===== config.mk =====
export PLATFORM = sky130hd
export DESIGN_NAME = pressed_key_event_table
export DESIGN_NICKNAME = d
export VERILOG_FILES = /design/src/design/pket_pkg.sv /design/src/design/pket_ram.sv /design/src/design/pressed_key_event_table.sv
export SDC_FILE = /design/constraint.sdc
export NUM_CORES = 1
export LEC_CHECK = 0
export BUFFER_PORTS_ARGS = -buffer_cell sky130_fd_sc_hd__buf_4
export CAP_MARGIN = 10
export CORE_MARGIN = 5
export CORE_UTILIZATION = 25
export DETAILED_ROUTE_END_ITERATION = 12
export GPL_TIMING_DRIVEN = 0
export SETUP_SLACK_MARGIN = 0.5
export SYNTH_ARGS = -nofsm -noshare
export SYNTH_HDL_FRONTEND = slang
export SYNTH_HIERARCHICAL = 1
export SYNTH_SLANG_ARGS = --single-unit

===== constraint.sdc =====
create_clock -name clk -period 7.7 [get_ports clk]
set_clock_uncertainty 0.2 [all_clocks]
set_input_delay 2.31 -clock clk [delete_from_list [all_inputs] [get_ports clk]]
set_output_delay 2.31 -clock clk [all_outputs]
set_load 0.005 [all_outputs]

===== src/design/pket_pkg.sv =====
// ----------------------------------------------------------------------------
// pket_pkg
// Shared widths, defaults and operation codes of the pressed-key event table.
// ----------------------------------------------------------------------------
package pket_pkg;

	localparam int OP_W            = 3;
	localparam int CODE_W          = 16;
	localparam int VALUE_W         = 32;
	localparam int INDEX_W         = 8;
	localparam int MAX_ENTRIES_DEF = 16;

	typedef enum logic [OP_W-1:0] {
		OP_ADD    = 3'd0,
		OP_FIND   = 3'd1,
		OP_REMOVE = 3'd2,
		OP_GET    = 3'd3,
		OP_CLEAR  = 3'd4
	} op_t;

endpackage


===== src/design/pket_ram.sv =====
// ----------------------------------------------------------------------------
// pket_ram
// Generic simple dual-port RAM: one write port, one read port, registered read.
// ----------------------------------------------------------------------------
module pket_ram #(
	parameter int WIDTH = 48,
	parameter int DEPTH = 16,
	localparam int AW   = (DEPTH > 1) ? $clog2(DEPTH) : 1
) (
	input  logic             clk,
	input  logic             wr_en,
	input  logic [AW-1:0]    wr_addr,
	input  logic [WIDTH-1:0] wr_data,
	input  logic [AW-1:0]    rd_addr,
	output logic [WIDTH-1:0] rd_data
);

	logic [WIDTH-1:0] mem_q [DEPTH];

	always_ff @(posedge clk) begin
		if (wr_en) begin
			mem_q[wr_addr] <= wr_data;
		end
		rd_data <= mem_q[rd_addr];
	end

endmodule


===== src/design/pressed_key_event_table.sv =====
// ----------------------------------------------------------------------------
// pressed_key_event_table
// Packed, ordered list of key events held in one RAM, with add, find, remove,
// get and clear operations; one result word per input word.
//
// channel  dir  handshake            payload
// in       in   in_valid/in_ready    op, key_code, key_value, index
// out      out  out_valid/out_ready  ok, found_code, found_value, entry_count
//
// add, clear, undefined ops, gets past the count, lookups in an empty list: no RAM read.
// get in range: one RAM read. find: reads from position 0 up to the hit,
// walking the single RAM read port one entry per cycle; a miss walks all.
// remove: as find, then each later entry is moved down one place (read then write).
// reset clears the count and control only; no clearing pass over the RAM.
// a stalled output holds the result; the next word is taken once it is loaded.
// ----------------------------------------------------------------------------
module pressed_key_event_table #(
	parameter int MAX_ENTRIES = pket_pkg::MAX_ENTRIES_DEF,
	localparam int AW         = (MAX_ENTRIES > 1) ? $clog2(MAX_ENTRIES) : 1,
	localparam int CW         = $clog2(MAX_ENTRIES + 1)
) (
	input  logic                                clk,
	input  logic                                arst_n,
	input  logic                                in_valid,
	output logic                                in_ready,
	input  logic [pket_pkg::OP_W-1:0]           op,
	input  logic [pket_pkg::CODE_W-1:0]         key_code,
	input  logic signed [pket_pkg::VALUE_W-1:0] key_value,
	input  logic [pket_pkg::INDEX_W-1:0]        index,
	output logic                                out_valid,
	input  logic                                out_ready,
	output logic                                ok,
	output logic [pket_pkg::CODE_W-1:0]         found_code,
	output logic signed [pket_pkg::VALUE_W-1:0] found_value,
	output logic [CW-1:0]                       entry_count
);

	localparam int EW = pket_pkg::CODE_W + pket_pkg::VALUE_W;
	localparam int XW = pket_pkg::INDEX_W + 1;

	typedef enum logic [2:0] {
		S_IDLE,
		S_SCAN,
		S_SHIFT,
		S_GET,
		S_GETW,
		S_DONE
	} state_t;

	state_t                        state_q;
	logic [CW-1:0]                 count_q;
	logic [CW-1:0]                 rptr_q;
	logic [AW-1:0]                 cptr_q;
	logic [AW-1:0]                 wptr_q;
	logic                          pend_q;
	logic                          is_remove_q;
	logic [pket_pkg::CODE_W-1:0]   key_q;
	logic [pket_pkg::INDEX_W-1:0]  idx_q;
	logic                          res_ok_q;
	logic [pket_pkg::CODE_W-1:0]   res_code_q;
	logic [pket_pkg::VALUE_W-1:0]  res_value_q;
	logic                          out_valid_q;
	logic                          out_ok_q;
	logic [pket_pkg::CODE_W-1:0]   out_code_q;
	logic [pket_pkg::VALUE_W-1:0]  out_value_q;
	logic [CW-1:0]                 out_count_q;

	logic                          wr_en;
	logic [AW-1:0]                 wr_addr;
	logic [EW-1:0]                 wr_data;
	logic [AW-1:0]                 rd_addr;
	logic [EW-1:0]                 rd_data;
	logic [pket_pkg::CODE_W-1:0]   rd_code;
	logic [pket_pkg::VALUE_W-1:0]  rd_value;
	logic                          full;
	logic                          last;
	logic                          rd_go;
	logic                          accept;

	assign accept   = in_valid && in_ready;
	assign full     = (count_q == CW'(MAX_ENTRIES));
	assign last     = (CW'(cptr_q) == (count_q - CW'(1)));
	assign rd_go    = ((state_q == S_SCAN) || (state_q == S_SHIFT)) && (rptr_q < count_q);
	assign rd_code  = rd_data[EW-1:pket_pkg::VALUE_W];
	assign rd_value = rd_data[pket_pkg::VALUE_W-1:0];
	assign rd_addr  = (state_q == S_GET) ? idx_q[AW-1:0] : rptr_q[AW-1:0];

	always_comb begin
		wr_en   = 1'b0;
		wr_addr = count_q[AW-1:0];
		wr_data = {key_code, key_value};
		if (state_q == S_SHIFT) begin
			wr_en   = 1'b1;
			wr_addr = wptr_q;
			wr_data = rd_data;
		end else if (accept && (pket_pkg::op_t'(op) == pket_pkg::OP_ADD) && !full) begin
			wr_en = 1'b1;
		end
	end

	pket_ram #(
		.WIDTH (EW),
		.DEPTH (MAX_ENTRIES)
	) u_ram (
		.clk     (clk),
		.wr_en   (wr_en),
		.wr_addr (wr_addr),
		.wr_data (wr_data),
		.rd_addr (rd_addr),
		.rd_data (rd_data)
	);

	always_ff @(posedge clk or negedge arst_n) begin
		if (!arst_n) begin
			state_q     <= S_IDLE;
			count_q     <= '0;
			rptr_q      <= '0;
			cptr_q      <= '0;
			wptr_q      <= '0;
			pend_q      <= 1'b0;
			is_remove_q <= 1'b0;
			key_q       <= '0;
			idx_q       <= '0;
			res_ok_q    <= 1'b0;
			res_code_q  <= '0;
			res_value_q <= '0;
			out_valid_q <= 1'b0;
			out_ok_q    <= 1'b0;
			out_code_q  <= '0;
			out_value_q <= '0;
			out_count_q <= '0;
		end else begin
			pend_q <= 1'b0;
			if (out_valid_q && out_ready) begin
				out_valid_q <= 1'b0;
			end
			if (rd_go) begin
				pend_q <= 1'b1;
				cptr_q <= rptr_q[AW-1:0];
				rptr_q <= rptr_q + CW'(1);
			end
			unique case (state_q)
				S_IDLE: begin
					if (in_valid) begin
						key_q       <= key_code;
						idx_q       <= index;
						rptr_q      <= '0;
						is_remove_q <= (pket_pkg::op_t'(op) == pket_pkg::OP_REMOVE);
						res_ok_q    <= 1'b0;
						res_code_q  <= '0;
						res_value_q <= '0;
						state_q     <= S_DONE;
						unique case (pket_pkg::op_t'(op))
							pket_pkg::OP_ADD: begin
								if (!full) begin
									count_q  <= count_q + CW'(1);
									res_ok_q <= 1'b1;
								end
							end
							pket_pkg::OP_FIND, pket_pkg::OP_REMOVE: begin
								if (count_q != '0) begin
									state_q <= S_SCAN;
								end
							end
							pket_pkg::OP_GET: begin
								if (XW'(index) < XW'(count_q)) begin
									state_q <= S_GET;
								end
							end
							pket_pkg::OP_CLEAR: begin
								count_q  <= '0;
								res_ok_q <= 1'b1;
							end
							default: ;
						endcase
					end
				end
				S_SCAN: begin
					if (pend_q) begin
						if (rd_code == key_q) begin
							if (!is_remove_q) begin
								res_ok_q    <= 1'b1;
								res_code_q  <= rd_code;
								res_value_q <= rd_value;
								state_q     <= S_DONE;
							end else if (last) begin
								count_q  <= count_q - CW'(1);
								res_ok_q <= 1'b1;
								state_q  <= S_DONE;
							end else begin
								wptr_q  <= cptr_q;
								state_q <= S_SHIFT;
							end
						end else if (last) begin
							state_q <= S_DONE;
						end
					end
				end
				S_SHIFT: begin
					if (last) begin
						count_q  <= count_q - CW'(1);
						res_ok_q <= 1'b1;
						state_q  <= S_DONE;
					end else begin
						wptr_q <= cptr_q;
					end
				end
				S_GET: begin
					state_q <= S_GETW;
				end
				S_GETW: begin
					res_ok_q    <= 1'b1;
					res_code_q  <= rd_code;
					res_value_q <= rd_value;
					state_q     <= S_DONE;
				end
				S_DONE: begin
					if (!out_valid_q || out_ready) begin
						out_valid_q <= 1'b1;
						out_ok_q    <= res_ok_q;
						out_code_q  <= res_code_q;
						out_value_q <= res_value_q;
						out_count_q <= count_q;
						state_q     <= S_IDLE;
					end
				end
				default: state_q <= S_IDLE;
			endcase
		end
	end

	assign in_ready    = (state_q == S_IDLE);
	assign out_valid   = out_valid_q;
	assign ok          = out_ok_q;
	assign found_code  = out_code_q;
	assign found_value = out_value_q;
	assign entry_count = out_count_q;

	a_count_bound: assert property (@(posedge clk) disable iff (!arst_n)
		count_q <= CW'(MAX_ENTRIES))
		else $error("entry count above capacity");

	a_shift_data: assert property (@(posedge clk) disable iff (!arst_n)
		state_q == S_SHIFT |-> pend_q)
		else $error("shift without read data");

	a_pend_in_range: assert property (@(posedge clk) disable iff (!arst_n)
		pend_q && (state_q == S_SCAN || state_q == S_SHIFT) |-> CW'(cptr_q) < count_q)
		else $error("read beyond held entries");

	a_add_count: assert property (@(posedge clk) disable iff (!arst_n)
		accept && pket_pkg::op_t'(op) == pket_pkg::OP_ADD && !full
		|=> count_q == $past(count_q) + CW'(1))
		else $error("add did not grow the list");

endmodule

== Yosys cells after proc, flatten, opt, wreduce, memory -nomap -nowiden ==
Memory sizes are Yosys's and may differ from the RTL's. A register that Yosys moved wholly into a read port is not among the register bits.
Index checks and enable logic that the tools add are counted.

* ROM bits: 0
* Memories: 1
* Register bits: 147
* Bits in writable memories: 768
* Bits in latches: 0
* Output and inout bits: 56
* Input port bits: 63

* Div/mod/pow operators: 0
* Shift-type cells: 0
* Reduce and logical (&&, ||, !) cells: 24
* $lt $le $gt $ge: 2
* Add/sub/neg operators: 3
* Equality and inequality tests: 20
* Multipliers: 0
* Bitwise gates (word level): 0
* Muxes and demuxes: 56

{| class="wikitable"
|+ Memory list
! memory !! depth !! width !! rd ports !! clocked after memory_dff !! wr ports !! RTL line !! text
|-
| u_ram.mem_q || 16 || 48 || 1 || 1 || 1 || pket_ram.sv:18 || <nowiki>logic [WIDTH-1:0] mem_q [DEPTH];</nowiki>
|}

{| class="wikitable"
|+ Operators by type and width
! cell !! count
|-
| 32-bit 2-to-1 mux || 4
|-
| 32-bit one-hot mux with 3 select lines || 1
|-
| 16-bit 2-to-1 mux || 4
|-
| 48-bit 2-to-1 mux || 1
|-
| 16-bit one-hot mux with 3 select lines || 1
|-
| 5-bit 2-to-1 mux || 9
|-
| 3-bit 2-to-1 mux || 9
|-
| 4-bit 2-to-1 mux || 6
|-
| 3-bit one-hot mux with 6 select lines || 1
|-
| 16-bit equality test || 1
|-
| 5-bit one-hot mux with 3 select lines || 1
|-
| 1-bit 2-to-1 mux || 14
|-
| 3-bit by 2-bit equality test with 1-bit output, second input constant || 4
|-
| 5-bit by 1-bit adder with 5-bit output, second input constant || 2
|-
| 2-bit != test, second input constant || 5
|-
| 5-bit one-hot mux with 2 select lines || 1
|-
| 3-bit equality test, second input constant || 3
|-
| 8-bit by 5-bit less-than comparator with 1-bit output || 1
|-
| 4-bit one-hot mux with 2 select lines || 1
|-
| 4-bit AND reduction || 2
|-
| 7-bit AND reduction || 1
|-
| 3-bit by 1-bit equality test with 1-bit output, second input constant || 2
|-
| 3-bit zero test || 2
|-
| 3-bit one-hot mux with 2 select lines || 1
|-
| other kinds (20) || 28
|}

== Logic depth before layout (Yosys ltp) ==
* Word-level depth: 8
* Gate-level depth with buffers: 10
* Mapped depth without buffers: 8

== Modules after synthesis ==
The synthesis kept the hierarchy.

{| class="wikitable"
|+ Modules (own cells, without submodules)
! module !! cells an instance !! sequential area each (um^2) !! area each (um^2) !! times used
|-
| pket_ram || 1242 || 24023.0 || 29691.0 || 1
|-
| pressed_key_event_table || 702 || 3678.5 || 7353.3 || 1
|}

== Least setup slack after synthesis ==
Ideal clock, no wire load.

* Path type: input to register
* Start point: input port op[1] (netlist name)
* End point: memory u_ram.mem_q[0][0] (enable)
* Library setup time: 0.513 ns
* Data arrival time: 6.846 ns
* Path buffers: 0
* Data required time: 6.987 ns
* Stages on the path: 5
* Setup slack: 0.141 ns
* Cells stage by stage: nor2_1 > o21ai_4 > o32ai_1 > or3b_2 > nor3_1

* Word-level cells in the longest chain between the ends: 7

{| class="wikitable"
|+ RTL lines
! element !! RTL line !! text
|-
| start: declaration || pressed_key_event_table.sv:26 || <nowiki>input logic [pket_pkg::OP_W-1:0] op,</nowiki>
|-
| 3-bit zero test || pressed_key_event_table.sv:96 || <nowiki>end else if (accept && (pket_pkg::op_t'(op) == pket_pkg::OP_ADD) && !full) begin</nowiki>
|-
| 1-bit logical AND (2 in series) || pressed_key_event_table.sv:96 ||
|-
| 1-bit 2-to-1 mux || pressed_key_event_table.sv:96 ||
|-
| 1-bit 2-to-1 mux || pressed_key_event_table.sv:92 || <nowiki>if (state_q == S_SHIFT) begin</nowiki>
|-
| via wr_en || pressed_key_event_table.sv:68 || <nowiki>logic wr_en;</nowiki>
|-
| 1-bit 2-to-1 mux || pket_ram.sv:21 || <nowiki>if (wr_en) begin</nowiki>
|-
| 1-bit 2-to-1 mux (implied by the code) || pket_ram.sv:22 || <nowiki>mem_q[wr_addr] <= wr_data;</nowiki>
|-
| end: declaration || pket_ram.sv:18 ||
|}

The timed path passes the listed nets, and every way through them passes these cells.

== Worst setup path after layout ==
* Start point: register state_q[1]
* End point: memory u_ram.mem_q[9][29] (enable)

{| class="wikitable"
|+ RTL lines
! element !! RTL line !! text
|-
| start: declaration || pressed_key_event_table.sv:50 || <nowiki>state_t state_q;</nowiki>
|-
| start signal: assignment || pressed_key_event_table.sv:115 || <nowiki>state_q <= S_IDLE;</nowiki>
|-
| start signal: assignment || pressed_key_event_table.sv:152 || <nowiki>state_q <= S_DONE;</nowiki>
|-
| start signal: assignment || pressed_key_event_table.sv:162 || <nowiki>state_q <= S_SCAN;</nowiki>
|-
| 3-bit by 2-bit equality test with 1-bit output || pressed_key_event_table.sv:92 ||
|-
| 4-bit 2-to-1 mux || pressed_key_event_table.sv:92 ||
|-
| via wr_addr[0] || pressed_key_event_table.sv:69 || <nowiki>logic [AW-1:0] wr_addr;</nowiki>
|}

The timed path passes the listed nets, and every way through them passes these cells.

==> impl_metrics.sql <==
INSERT INTO impl_metrics (metric_group, metric, value, unit) VALUES
('outcome', 'run_status', 'finished clean', ''),
('placed_design', 'detailed_place.area', '0.0416', 'mm²'),
('setup_path', 'cp-start-kind', 'flip-flop', ''),
('grt', 'first_global_vias', '19600', ''),
('synthesis', 'yosysWarnings', '6', ''),
('placed_design', 'detailed_place_hpwl', '63.9', 'mm'),
('drt', 'drt-initial-drc-count', '1874', ''),
('sta', 'max_freq', '0.193', 'GHz'),
('synthesis', 'syn_avg_cell_area', '19.1', 'µm²'),
('pwr', 'power_total', '15.1', 'mW'),
('die', 'die_h', '395', 'µm'),
('sta', 'period_minus_slack', '5.17', 'ns'),
('placed_design', 'port_buffers', '118', ''),
('sta', 'post_route_worst_setup_slack', '2.53', 'ns'),
('final_layout', 'layout.nets', '2284', ''),
('clocking', 'post-cts-setup-buffer-count', '0', ''),
('clocking', 'clk-insertion-delay-late', '0.67', 'ns'),
('clocking', 'htreeDepth', '3', ''),
('synthesis', 'synth_async_sr_flop_share', '15.3', '%'),
('drt', 'route.detailed.wl_per_inst', '22.9', 'µm'),
('final_layout', 'mostFrequentLayoutCell', 'sky130_fd_sc_hd__edfxtp_1', ''),
('sta', 'relSlewSlack', '26.4', '%'),
('pwr', 'leakagePower', '15.1', 'nW'),
('die', 'starting_utilization_of_the_core_area', '25.1', '%'),
('setup_path', 'slowest_stage', 'sky130_fd_sc_hd__nor2_4', ''),
('final_layout', 'final_layout_size_suffix_gt1_share', '30.5', '%'),
('setup_path', 'cp.required', '7.87', 'ns'),
('grt', 'largest_net_degree_at_the_start_of_global_routing', '100', ''),
('setup_path', 'category_of_cells_accounting_for_the_largest_share_of_critical_path_delay', 'simple AND/OR/NAND/NOR gates', ''),
('pwr', 'cellPowerDensity', '336', 'mW/mm²'),
('grt', 'grt_use_total', '12.2', '%'),
('drt', 'drt_pre_antenna_iters', '5', ''),
('sta', 'tightestPinTransition', '1.10', 'ns'),
('sta', 'rsz_0062_raised_after_global_routing', 'false', ''),
('final_layout', 'final_area', '0.0449', 'mm²'),
('clocking', 'longest_clk_path_bufs', '3', ''),
('setup_path', 'critical_path.max_fanout', '14', ''),
('grt', 'grt_pass1_wl', '140', 'mm'),
('die', 'dieArea', '0.156', 'mm²'),
('final_layout', 'flow.area_growth_from_synthesis', '21.2', '%'),
('die', 'ios', '119', ''),
('grt', 'initial_antenna_violation_count', '10', ''),
('setup_path', 'critical_path.most_common_cell', 'sky130_fd_sc_hd__buf_2', ''),
('placed_design', 'detailedPlace.worstSlack', '1.89', 'ns'),
('synthesis', 'ys_seq_elements', '963', ''),
('clocking', 'cts_tree', 'built', ''),
('drt', 'routed-via-count', '19300', ''),
('clocking', 'cts_resized', '0', ''),
('setup_path', 'timing.setup.critical_path_class', 'flip-flop to flip-flop', ''),
('setup_path', 'timing.critical_path.buf_inv', '7', ''),
('placed_design', 'finalWeightedCongestion', '0.757', ''),
('synthesis', 'synth_top_flop_cell', 'sky130_fd_sc_hd__edfxtp_1', ''),
('setup_path', 'worst_path_largest_cell_delay', '0.69', 'ns'),
('sta', 'report.final.setup_viol', '0', ''),
('drt', 'drc_violations_left', '0', ''),
('clocking', 'cts_num_sinks', '963', ''),
('drt', 'vias_per_cell', '4.55', ''),
('sta', 'totalNegativeSetupSlack', '0', 'ns'),
('synthesis', 'area_share_of_the_largest_cell_type_after_synthesis', '62.3', '%'),
('die', 'core_area', '0.147', 'mm²'),
('setup_path', 'crit_path_cell_trace', 'buf_2 > buf_2 > nand2_1 > nor2_1 > buf_2 > buf_2 > nand2_1 > o21ai_1 > nand2b_1 > nor2_4 > buf_16 > buf_16 > buf_16', ''),
('clocking', 'cts-buffers-inserted', '98', ''),
('setup_path', 'critPathCaptureType', 'flip-flop', ''),
('synthesis', 'syn-num-nets', '2018', ''),
('synthesis', 'netlist_area_before_placement', '0.0370', 'mm²'),
('synthesis', 'ys_top_cells_by_area', 'sky130_fd_sc_hd__edfxtp_1 (62%), sky130_fd_sc_hd__mux4_2 (12%), sky130_fd_sc_hd__dfrtp_1 (9.9%)', ''),
('die', 'floorplan_row_count', '141', ''),
('synthesis', 'post_synth_inst_count', '1944', ''),
('sta', 'post-route-period-util', '67.1', '%'),
('pwr', 'vdd_drop_max', '0.176', 'mV'),
('die', 'floorplan.die.width', '395', 'µm');
## logic make-up after synthesis
group / count (synthesis) / share of synthesized area [%]
buffers and inverters: 115 / 1.50
flip-flops: 963 / 74.8
AND/OR/NAND/NOR: 309 / 3.54
AO/OA/AOI/OAI: 213 / 4.00
XOR/XNOR: 23 / 0.544
adder cells (fa/ha/maj): 12 / 0.402
multiplexers: 309 / 15.2
## final cells by class
class	instances	area (µm²)
buffer	106	523
antenna	9	22.5
inverter	9	33.8
multi-input combinational	866	8920
clock inverter	59	563
sequential	963	27700
fill	14300	103000
timing repair buffer	166	2040
clock buffer	127	2660
tap	1930	2410
## power by group
part           leakage [nW]  total, mW  internal, mW  switching [mW]
clock network          1.56       4.72          2.70            2.03
registers              9.23       6.39          6.08           0.316
logic                  4.27       3.96          1.70            2.26
## synthesized netlist by cell type (all sizes together), types with 3 or more instances
| cell | n |
|---|---|
| nor3 | 11 |
| and2 | 5 |
| o221ai | 3 |
| dfrtp | 147 |
| nor2 | 30 |
| nand4 | 4 |
| o211ai | 3 |
| ha | 11 |
| a211oi | 4 |
| or3 | 4 |
| xnor2 | 20 |
| clkbuf | 41 |
| xor2 | 3 |
| mux4 | 192 |
| o21ai | 63 |
| inv | 9 |
| nand2b | 11 |
| nor2b | 3 |
| a31oi | 5 |
| a21oi | 15 |
| nand3 | 6 |
| nand2 | 227 |
| dfxtp | 48 |
| buf | 65 |
| mux2 | 116 |
| edfxtp | 768 |
| a22oi | 99 |
## metal layers
| metal | track usage (%) | vias to the layer above | wire length, µm |
|---|---|---|---|
| met5 | 0 | - | 13 |
| met2 | 19.4 | 691 | 45400 |
| met4 | 2.51 | 2 | 1390 |
| met1 | 16.8 | 10200 | 42700 |
| met3 | 3.17 | 95 | 7630 |
| li1 | - | 8306 | - |
## metrics by stage
| stage | utilization [%] | instances | hold slack, ns |
|---|---|---|---|
| 2_1_floorplan | - | 1944 | 0.229 |
| 3_3_place_gp | 27.4 | 3992 | 0.240 |
| 3_5_place_dp | 28.2 | 4039 | 0.245 |
| 4_1_cts | 30.4 | 4225 | 0.253 |
| 5_1_grt | 30.4 | 4233 | 0.286 |
| 6_report | 30.4 | 4235 | 0.253 |
## worst paths after layout
kind	slack, ns	depth (start not counted)	endpoint	startpoint
hold / removal	0.25	2	res_value_q[10]$_DFFE_PN0P_	u_ram/rd_data[10]$_DFF_P_
min in group asynchronous	1.35	1	found_code[4]$_DFFE_PN0P_	arst_n
hold reg to reg	0.25	2	res_value_q[10]$_DFFE_PN0P_	u_ram/rd_data[10]$_DFF_P_
max in group asynchronous	4.96	2	res_value_q[19]$_DFFE_PN0P_	arst_n
setup reg to reg	2.53	13	u_ram/mem_q[9][29]$_DFFE_PP_	state_q[1]$_DFFE_PN0P_
setup / recovery	2.53	13	u_ram/mem_q[9][29]$_DFFE_PP_	state_q[1]$_DFFE_PN0P_
## state kept, by name (all words and copies together), names as in the netlist, 3 cells and up
name           cells
state_q            3
count_q            5
found_value       32
idx_q              4
u_ram/mem_q      768
res_code_q        16
cptr_q             4
rptr_q             5
wptr_q             4
u_ram/rd_data     48
entry_count        5
res_value_q       32
found_code        16
key_q             16
## tightest hold or removal path: stages (launching register included)
cell and delay [ns]:
sky130_fd_sc_hd__dfxtp_1 0.31, sky130_fd_sc_hd__nand2_1 0.05, sky130_fd_sc_hd__o21ai_0 0.06
Power figures use the tool's default switching activity.
